<file path="config.mk">
export PLATFORM = sky130hd
export DESIGN_NAME = dftm_ctrl
export DESIGN_NICKNAME = d
export VERILOG_FILES = /design/src/rtl/assert_macros.svh /design/src/rtl/dftm_pkg.sv /design/src/rtl/dftm_ctrl.sv
export SDC_FILE = /design/constraint.sdc
export NUM_CORES = 1
export LEC_CHECK = 0
export BUFFER_PORTS_ARGS = -buffer_cell sky130_fd_sc_hd__buf_2
export CORE_AREA = 3 3 40 42
export CTS_BUF_LIST = sky130_fd_sc_hd__clkbuf_16
export CTS_CLUSTER_SIZE = 14
export DETAILED_ROUTE_END_ITERATION = 7
export DIE_AREA = 0 0 43 45
export SLEW_MARGIN = 20
export SYNTH_ARGS = -nofsm -noshare
export SYNTH_HDL_FRONTEND = slang
export SYNTH_SLANG_ARGS = --single-unit
</file>
<file path="constraint.sdc">
create_clock -name i_clk -period 1.84 [get_ports i_clk]
set_input_delay 0.184 -clock i_clk [delete_from_list [all_inputs] [get_ports i_clk]]
set_output_delay 0.184 -clock i_clk [all_outputs]
set_load 0.005 [all_outputs]
</file>
<file path="src/rtl/assert_macros.svh">
// Assertion macros for the RTL files that check their own logic (the top level includes them).
`ifndef ASSERT_MACROS_SVH
`define ASSERT_MACROS_SVH

// Same-cycle implication, disabled while reset is low.
`define AST_IMPL(lbl, clk, rstn, ante, cons) \
    lbl: assert property (@(posedge clk) disable iff (!(rstn)) (ante) |-> (cons)) \
        else $error("assertion failed");

// Next-cycle implication, disabled while reset is low.
`define AST_NEXT(lbl, clk, rstn, ante, cons) \
    lbl: assert property (@(posedge clk) disable iff (!(rstn)) (ante) |=> (cons)) \
        else $error("assertion failed");

`endif

</file>
<file path="src/rtl/dftm_pkg.sv">
// Types and constants shared by the fingerprint table modules.
package dftm_pkg;

    typedef enum logic [1:0] {
        MODE_IDLE,
        MODE_INSERT,
        MODE_QUERY
    } t_mode;

    typedef enum logic [2:0] {
        S_IDLE,
        S_MREQ,
        S_MCHK,
        S_OREQ,
        S_OCHK,
        S_VREQ,
        S_VCHK
    } t_state;

    // request function codes
    localparam logic [2:0] FN_INS_HDR = 3'd0;
    localparam logic [2:0] FN_INS_OPT = 3'd1;
    localparam logic [2:0] FN_INS_VEN = 3'd2;
    localparam logic [2:0] FN_KEY_HDR = 3'd3;
    localparam logic [2:0] FN_KEY_OPT = 3'd4;
    localparam logic [2:0] FN_KEY_VEN = 3'd5;

    // result status codes
    localparam logic [2:0] ST_OK      = 3'd0;
    localparam logic [2:0] ST_NOMATCH = 3'd1;
    localparam logic [2:0] ST_TOOLONG = 3'd2;
    localparam logic [2:0] ST_FULL    = 3'd3;
    localparam logic [2:0] ST_NOTDHCP = 3'd4;

    // result kinds
    localparam logic KIND_ACK = 1'b0;
    localparam logic KIND_ANS = 1'b1;

    // controller to datapath
    typedef struct packed {
        logic accept;
        logic search_init;
        logic meta_latch;
        logic e_next;
        logic j_clr;
        logic j_next;
        logic emit_miss;
        logic emit_hit;
    } t_cmd;

    // datapath to controller
    typedef struct packed {
        logic ins_done;
        logic qry_done;
        logic key_bad;
        logic e_end;
        logic meta_ok;
        logic opt_eq;
        logic ven_eq;
        logic j_last_opt;
        logic j_last_ven;
        logic need_ven;
    } t_stat;

endpackage

</file>
<file path="src/rtl/dftm_ctrl.sv">
// Controller: request acceptance, table search sequencing, result valid.
module dftm_ctrl (
    input  logic           i_clk,
    input  logic           i_rst_n,
    input  logic           i_in_valid,
    input  logic           i_out_ready,
    input  dftm_pkg::t_stat i_stat,
    output logic           o_in_ready,
    output logic           o_out_valid,
    output dftm_pkg::t_cmd o_cmd
);
    import dftm_pkg::*;

    t_state r_state, n_state;
    logic   r_out_vld, n_out_vld;
    logic   in_ready;

    assign in_ready = (r_state == S_IDLE) && (!r_out_vld || i_out_ready);

    // next state
    always_comb begin
        n_state = r_state;
        unique case (r_state)
            S_IDLE: begin
                if (i_stat.qry_done) n_state = S_MREQ;
            end
            S_MREQ: begin
                if (i_stat.key_bad || i_stat.e_end) n_state = S_IDLE;
                else n_state = S_MCHK;
            end
            S_MCHK: begin
                if (i_stat.meta_ok) n_state = S_OREQ;
                else n_state = S_MREQ;
            end
            S_OREQ: n_state = S_OCHK;
            S_OCHK: begin
                priority if (!i_stat.opt_eq) n_state = S_MREQ;
                else if (i_stat.j_last_opt) n_state = i_stat.need_ven ? S_VREQ : S_IDLE;
                else n_state = S_OREQ;
            end
            S_VREQ: n_state = S_VCHK;
            S_VCHK: begin
                priority if (!i_stat.ven_eq) n_state = S_MREQ;
                else if (i_stat.j_last_ven) n_state = S_IDLE;
                else n_state = S_VREQ;
            end
            default: n_state = S_IDLE;
        endcase
    end

    // commands
    always_comb begin
        o_cmd = '0;
        o_cmd.accept = i_in_valid && in_ready;
        unique case (r_state)
            S_IDLE: o_cmd.search_init = i_stat.qry_done;
            S_MREQ: o_cmd.emit_miss = i_stat.key_bad || i_stat.e_end;
            S_MCHK: begin
                o_cmd.meta_latch = 1'b1;
                o_cmd.j_clr      = i_stat.meta_ok;
                o_cmd.e_next     = !i_stat.meta_ok;
            end
            S_OREQ, S_VREQ: ;
            S_OCHK: begin
                priority if (!i_stat.opt_eq) o_cmd.e_next = 1'b1;
                else if (i_stat.j_last_opt) begin
                    o_cmd.j_clr    = i_stat.need_ven;
                    o_cmd.emit_hit = !i_stat.need_ven;
                end else o_cmd.j_next = 1'b1;
            end
            S_VCHK: begin
                priority if (!i_stat.ven_eq) o_cmd.e_next = 1'b1;
                else if (i_stat.j_last_ven) o_cmd.emit_hit = 1'b1;
                else o_cmd.j_next = 1'b1;
            end
            default: ;
        endcase
    end

    // result valid flag
    always_comb begin
        n_out_vld = r_out_vld;
        if (i_out_ready) n_out_vld = 1'b0;
        if (i_stat.ins_done || o_cmd.emit_miss || o_cmd.emit_hit) n_out_vld = 1'b1;
    end

    always_ff @(posedge i_clk) begin
        if (!i_rst_n) begin
            r_state   <= S_IDLE;
            r_out_vld <= 1'b0;
        end else begin
            r_state   <= n_state;
            r_out_vld <= n_out_vld;
        end
    end

    assign o_in_ready  = in_ready;
    assign o_out_valid = r_out_vld;

endmodule

</file>
==> results of run 1 <==
per-stage QoR:
stage | utilization | setup slack, ps
finish | 0.4421 | 187.1
global route | 0.4421 | 74.16
CTS | 0.4421 | 196.2
detailed placement | 0.3836 | 435.0
global placement | 0.3836 | 426.5
floorplan | - | 645.2
kinds of logic (layout without fill, tap and decap cells):
logic type	Yosys count	in the layout	share of synthesized area
flops	4	4	0.2112
buf+inv	4	27	0.06267
mux	1	1	0.02640
compound gates	11	11	0.2112
simple gates	25	25	0.4885
report_power, final:
group	internal [mW]	total [mW]	switching (mW)
logic	0.0425	0.0724	0.0298
clock network	0.278	0.338	0.0601
registers	0.0930	0.108	0.0149
metal layers:
layer,up-vias,part of all wire,global-route usage
met5,-,0,0
met4,0,0.047,0.1265
met3,5,0.071,0.02390
met2,17,0.44,0.1826
met1,188,0.44,0.1370
li1,219,-,-
registers in the layout, indices dropped and copies added (netlist names):
name	count
r_state	3
o_out_valid	1
worst paths after layout:
check                   start          end  slack, ps  depth (start not counted)
setup / recovery   r_state[2]     o_cmd[4]        190                          4
hold / removal      i_stat[9]  o_out_valid        200                          2
setup reg to reg   r_state[1]  o_out_valid        420                          3
hold reg to reg   o_out_valid  o_out_valid        690                          2
worst register-to-register path: cells and delay by family, from the launching register on:
kind,cells,cell delay (ps)
AOI/OAI and AO/OA,2,460
and+or+nand+nor,1,230
DFF,1,610
layout make-up:
class / instances / share of cell area
Multi-Input combinational cell: 37 / 0.4846
Timing Repair Buffer: 23 / 0.2026
Sequential cell: 4 / 0.1410
Clock buffer: 3 / 0.1322
Tap cell: 15 / 0.03304
Inverter: 1 / 0.006608
cells in the final DEF (no fill, tap or decap), drive strengths merged, types with 2 or more instances in the layout:
cell / instances
a211oi: 2
nand2: 2
nand4bb: 2
nand3b: 2
nand3: 3
nor4b: 2
a21oi: 4
nor2b: 3
nor2: 2
buf: 23
o21ai: 2
dfxtp: 4
clkbuf: 3
==> metrics, run 1 <==
status finished, final reports clean; leakage 0.2490 nW; CTS tree built; count leader, synth dfxtp_1; first-pass GRT wire length 1676 um; core area 1285 um^2; fin crit period 1653 ps; Mapped Cells 45; Vias per Instance 5.169; setup repair bufs after CTS 0; sequential area share after synthesis 0.2112; Final setup viols 0; CTS H-Tree Depth 1; Placer Congestion 0.7227; Clock Skews 1.545 ps; die height 45 um; CP Launch Type flip-flop; initial core utilization 0.2950; area grow syn2layout 49.83%; cell area power density 911.9 nW/um^2; FP Rows 13; total power 0.5180 mW; antenna violations before repair 0; Final Hold Viols 0; Synth top area share 0.2112; hold_buf cts 0; DR vias 429; layout cell share with drive strength beyond 1 0.4559; area occupied by multi-input gates 275.3 um^2; worst-skew pair later-pin latency 220 ps; Synth area leaders dfxtp_1, nor2b_1, nor4b_1; DR WL/cell 12.34 um; Mapped Avg Cell Area 8.425 um^2; Final nets 84; Fmax achieved 0.6050 GHz; Post-synth EDFFs 0; area post-placement 493.0 um^2; synth cell count leaders dfxtp_1, a21oi_1, nor2b_1; die area 1935 um^2; final cell count without fillers 83; critical path's slowest cell dfxtp_1; CP peak stage delay 610 ps; CP required 1660 ps; Mapped Area 379.1 um^2; CP arrival 1470 ps; RSZ-0062 raised after global routing no; root buffer cell clkbuf_16; Remaining DRCs 0; Ys Warns 0; Critical Path End Type output pin; Yosys cell types 31; Max IR drop VDD 0.3600 mV; DRT Wirelength 1024 um; vias in the first global route 410; part of the cycle the worst path needs 0.8983; syn_nets 59; clk buf depth 2; largest net degree at the start of global routing 17; CP Cell Sequence nor2b_1 -> a22oi_1 -> nor2_1 -> buf_2; port bufs 23; synthesized flop and latch total 4; # diodes 0; Ports 24; Synth area leader dfxtp_1; fill count 124; Slew @ Worst Pin 489.4 ps; DRT antenna net count 0; Initial DRC Count 6; Initial DRT Pass Iterations 4; asr flop ratio synth 0; Crit path max-delay family flip-flops; crit path kind reg -> out; fin. max-slew vios 0; placed insts 80; gr ovfl total 0; CP Max Fanout 15; gr usage total 0.1206; MaxCap Viol Count 0; Sink Count 4; Post-DP HPWL 738.6 um; Fin Setup TNS 0 ps; Die X 43 um; worst path bufs/invs 1; post-route design area 568.0 um^2; slew margin rel. 0.6733; hold_ws 201.4 ps; PostCTS Resize Cnt 0; Hold Path Class in -> reg; Worst-path clk slew 30 ps; Reg area 80.08 um^2; Num CTS Buffers 3; Synth Flop Type dfxtp_1
No activity file was read; power rests on OpenSTA's default activity.
==> inputs of run 2 (changes only) <==
- PLACE_DENSITY_LB_ADDON: default -> 0.15
==> run 2 against run 1 <==
First-iteration DRC count did not move; flip-flop and latch count unchanged; critical path depth unchanged; clock skew rose by 1.3 ps; worst setup slack better by 6.7 ps; clock power is 3% higher; clock-buffer cell count stayed put; die area is the same.
==> metrics, run 2 (synthesized netlist as in run 1, its figures left out) <==
die height 45 um (unchanged); final core utilization 0.4421 (unchanged); crit path kind reg -> out; CP arrival 1460 ps (about the same); Hold Path Class in -> reg; Top Metal Used met4; fill count 138 (+11%); leakage 0.2490 nW (unchanged); DRT antenna net count 0 (unchanged); antenna violations before repair 0 (unchanged); fin crit period 1646 ps (-6.748 ps); slew margin rel. 0.6690 (-0.004259); Die X 43 um (unchanged); Final Hold Viols 0 (unchanged); CTS tree built; max reg flops 3 (unchanged); FP Rows 13 (unchanged); cell area power density 931.7 nW/um^2 (+2.2%); Ports 24 (unchanged); root buffer cell clkbuf_16; gr ovfl total 0 (unchanged); metal3 WL 81 um (+11%); met1 WL 497 um (+10%); PostCTS Resize Cnt 0 (unchanged); MaxCap Viol Count 0 (unchanged); Remaining DRCs 0 (unchanged); Initial DRC Count 6 (unchanged); first-pass GRT wire length 1476 um (-12%); core area 1285 um^2 (unchanged); Largest Register r_state; DR WL/cell 12.33 um (about the same); CP Launch Type flip-flop; CP Max Fanout 15 (unchanged); vias in the first global route 340 (-17%); port bufs 23 (unchanged); Post-DP HPWL 734.4 um (-0.57%); # diodes 0 (unchanged); worst slack, placed 393.3 ps (-41.70 ps); status finished, final reports clean; hold_buf cts 0 (unchanged); leading cell type in the layout, fill and taps excluded buf_2; DRT Wirelength 1023 um (about the same); largest net degree at the start of global routing 17 (unchanged); placed insts 80 (unchanged); Critical Path End Type output pin; Reg area 80.08 um^2 (unchanged); fin. max-slew vios 0 (unchanged); final setup margin 193.8 ps (+6.748 ps); final cell count without fillers 83 (unchanged); Fin Setup TNS 0 ps (unchanged); worst-skew pair later-pin latency 230 ps (about the same); Placer Congestion 0.7346 (+1.6%); Initial DRT Pass Iterations 4 (unchanged); gr usage total 0.1082 (-0.01248); Vias per Instance 5.205 (+0.70%); Final nets 84 (unchanged); Worst-path clk slew 30 ps (about the same); part of the cycle the worst path needs 0.8947 (-0.003667); clk buf depth 2 (unchanged); layout cell share with drive strength beyond 1 0.4559 (unchanged); Final setup viols 0 (unchanged); Max IR drop VDD 0.6937 mV (+93%); area grow syn2layout 49.83% (unchanged); CP required 1660 ps (about the same); Slew @ Worst Pin 495.8 ps (+6.380 ps); most frequent cells in the layout buf_2, dfxtp_1, a21oi_1, nor2b_1, clkbuf_16; wire length on met2 422 um (-6.2%); RSZ-0062 raised after global routing no; Num CTS Buffers 3 (unchanged); CTS H-Tree Depth 1 (unchanged); die area 1935 um^2 (unchanged); Clock Skews 2.814 ps (+1.269 ps); initial core utilization 0.2950 (unchanged); Sink Count 4 (unchanged); setup repair bufs after CTS 0 (unchanged); DR vias 432 (+0.70%); Fmax achieved 0.6075 GHz (+0.41%); area occupied by multi-input gates 275.3 um^2 (unchanged); hold_ws 202.9 ps (+1.474 ps)
## run 2: cell counts in the layout (fill, tap and decap cells not counted)
No cell type changed its count.
## run 2: final timing paths
check	start	to	slack, ps	depth (start not counted)
max	r_state[2]	o_cmd[4]	190	4
min	i_stat[9]	o_out_valid	200	2
max reg2reg	r_state[1]	o_out_valid	390	3
min reg2reg	o_out_valid	o_out_valid	690	2
## run 2: per-stage QoR
step,area (um^2),total power [mW]
after global placement,493.0,0.1826
after floorplan,379.1,0.1477
after global routing,568.0,0.5499
final,568.0,0.5293
after CTS,568.0,0.5346
after detailed placement,493.0,0.1820
## run 2: critical path, stage by stage (launching register included)
cell     delay (ps)
dfxtp_1         620
nor2b_1         270
a22oi_1         120
nor2_1          110
buf_2           120
## run 2: routing by layer
metal | up-vias | track usage
li1 | 219 | -
met3 | 3 | 0.05578
met1 | 196 | 0.1322
met5 | - | 0
met2 | 14 | 0.1377
met4 | 0 | 0.09036
## run 2: where the power goes
group | internal, mW | switching, mW | total (mW)
Combinational | 0.0426 | 0.0297 | 0.0723
Sequential | 0.0930 | 0.0149 | 0.108
Clock | 0.279 | 0.0706 | 0.349
Total | 0.414 | 0.115 | 0.529
## run 2: cell type report
class	instances	share of cell area
clock buffer	3	0.1322
inverter	1	0.006608
multi-input combinational	37	0.4846
sequential	4	0.1410
tap	15	0.03304
timing repair buffer	23	0.2026
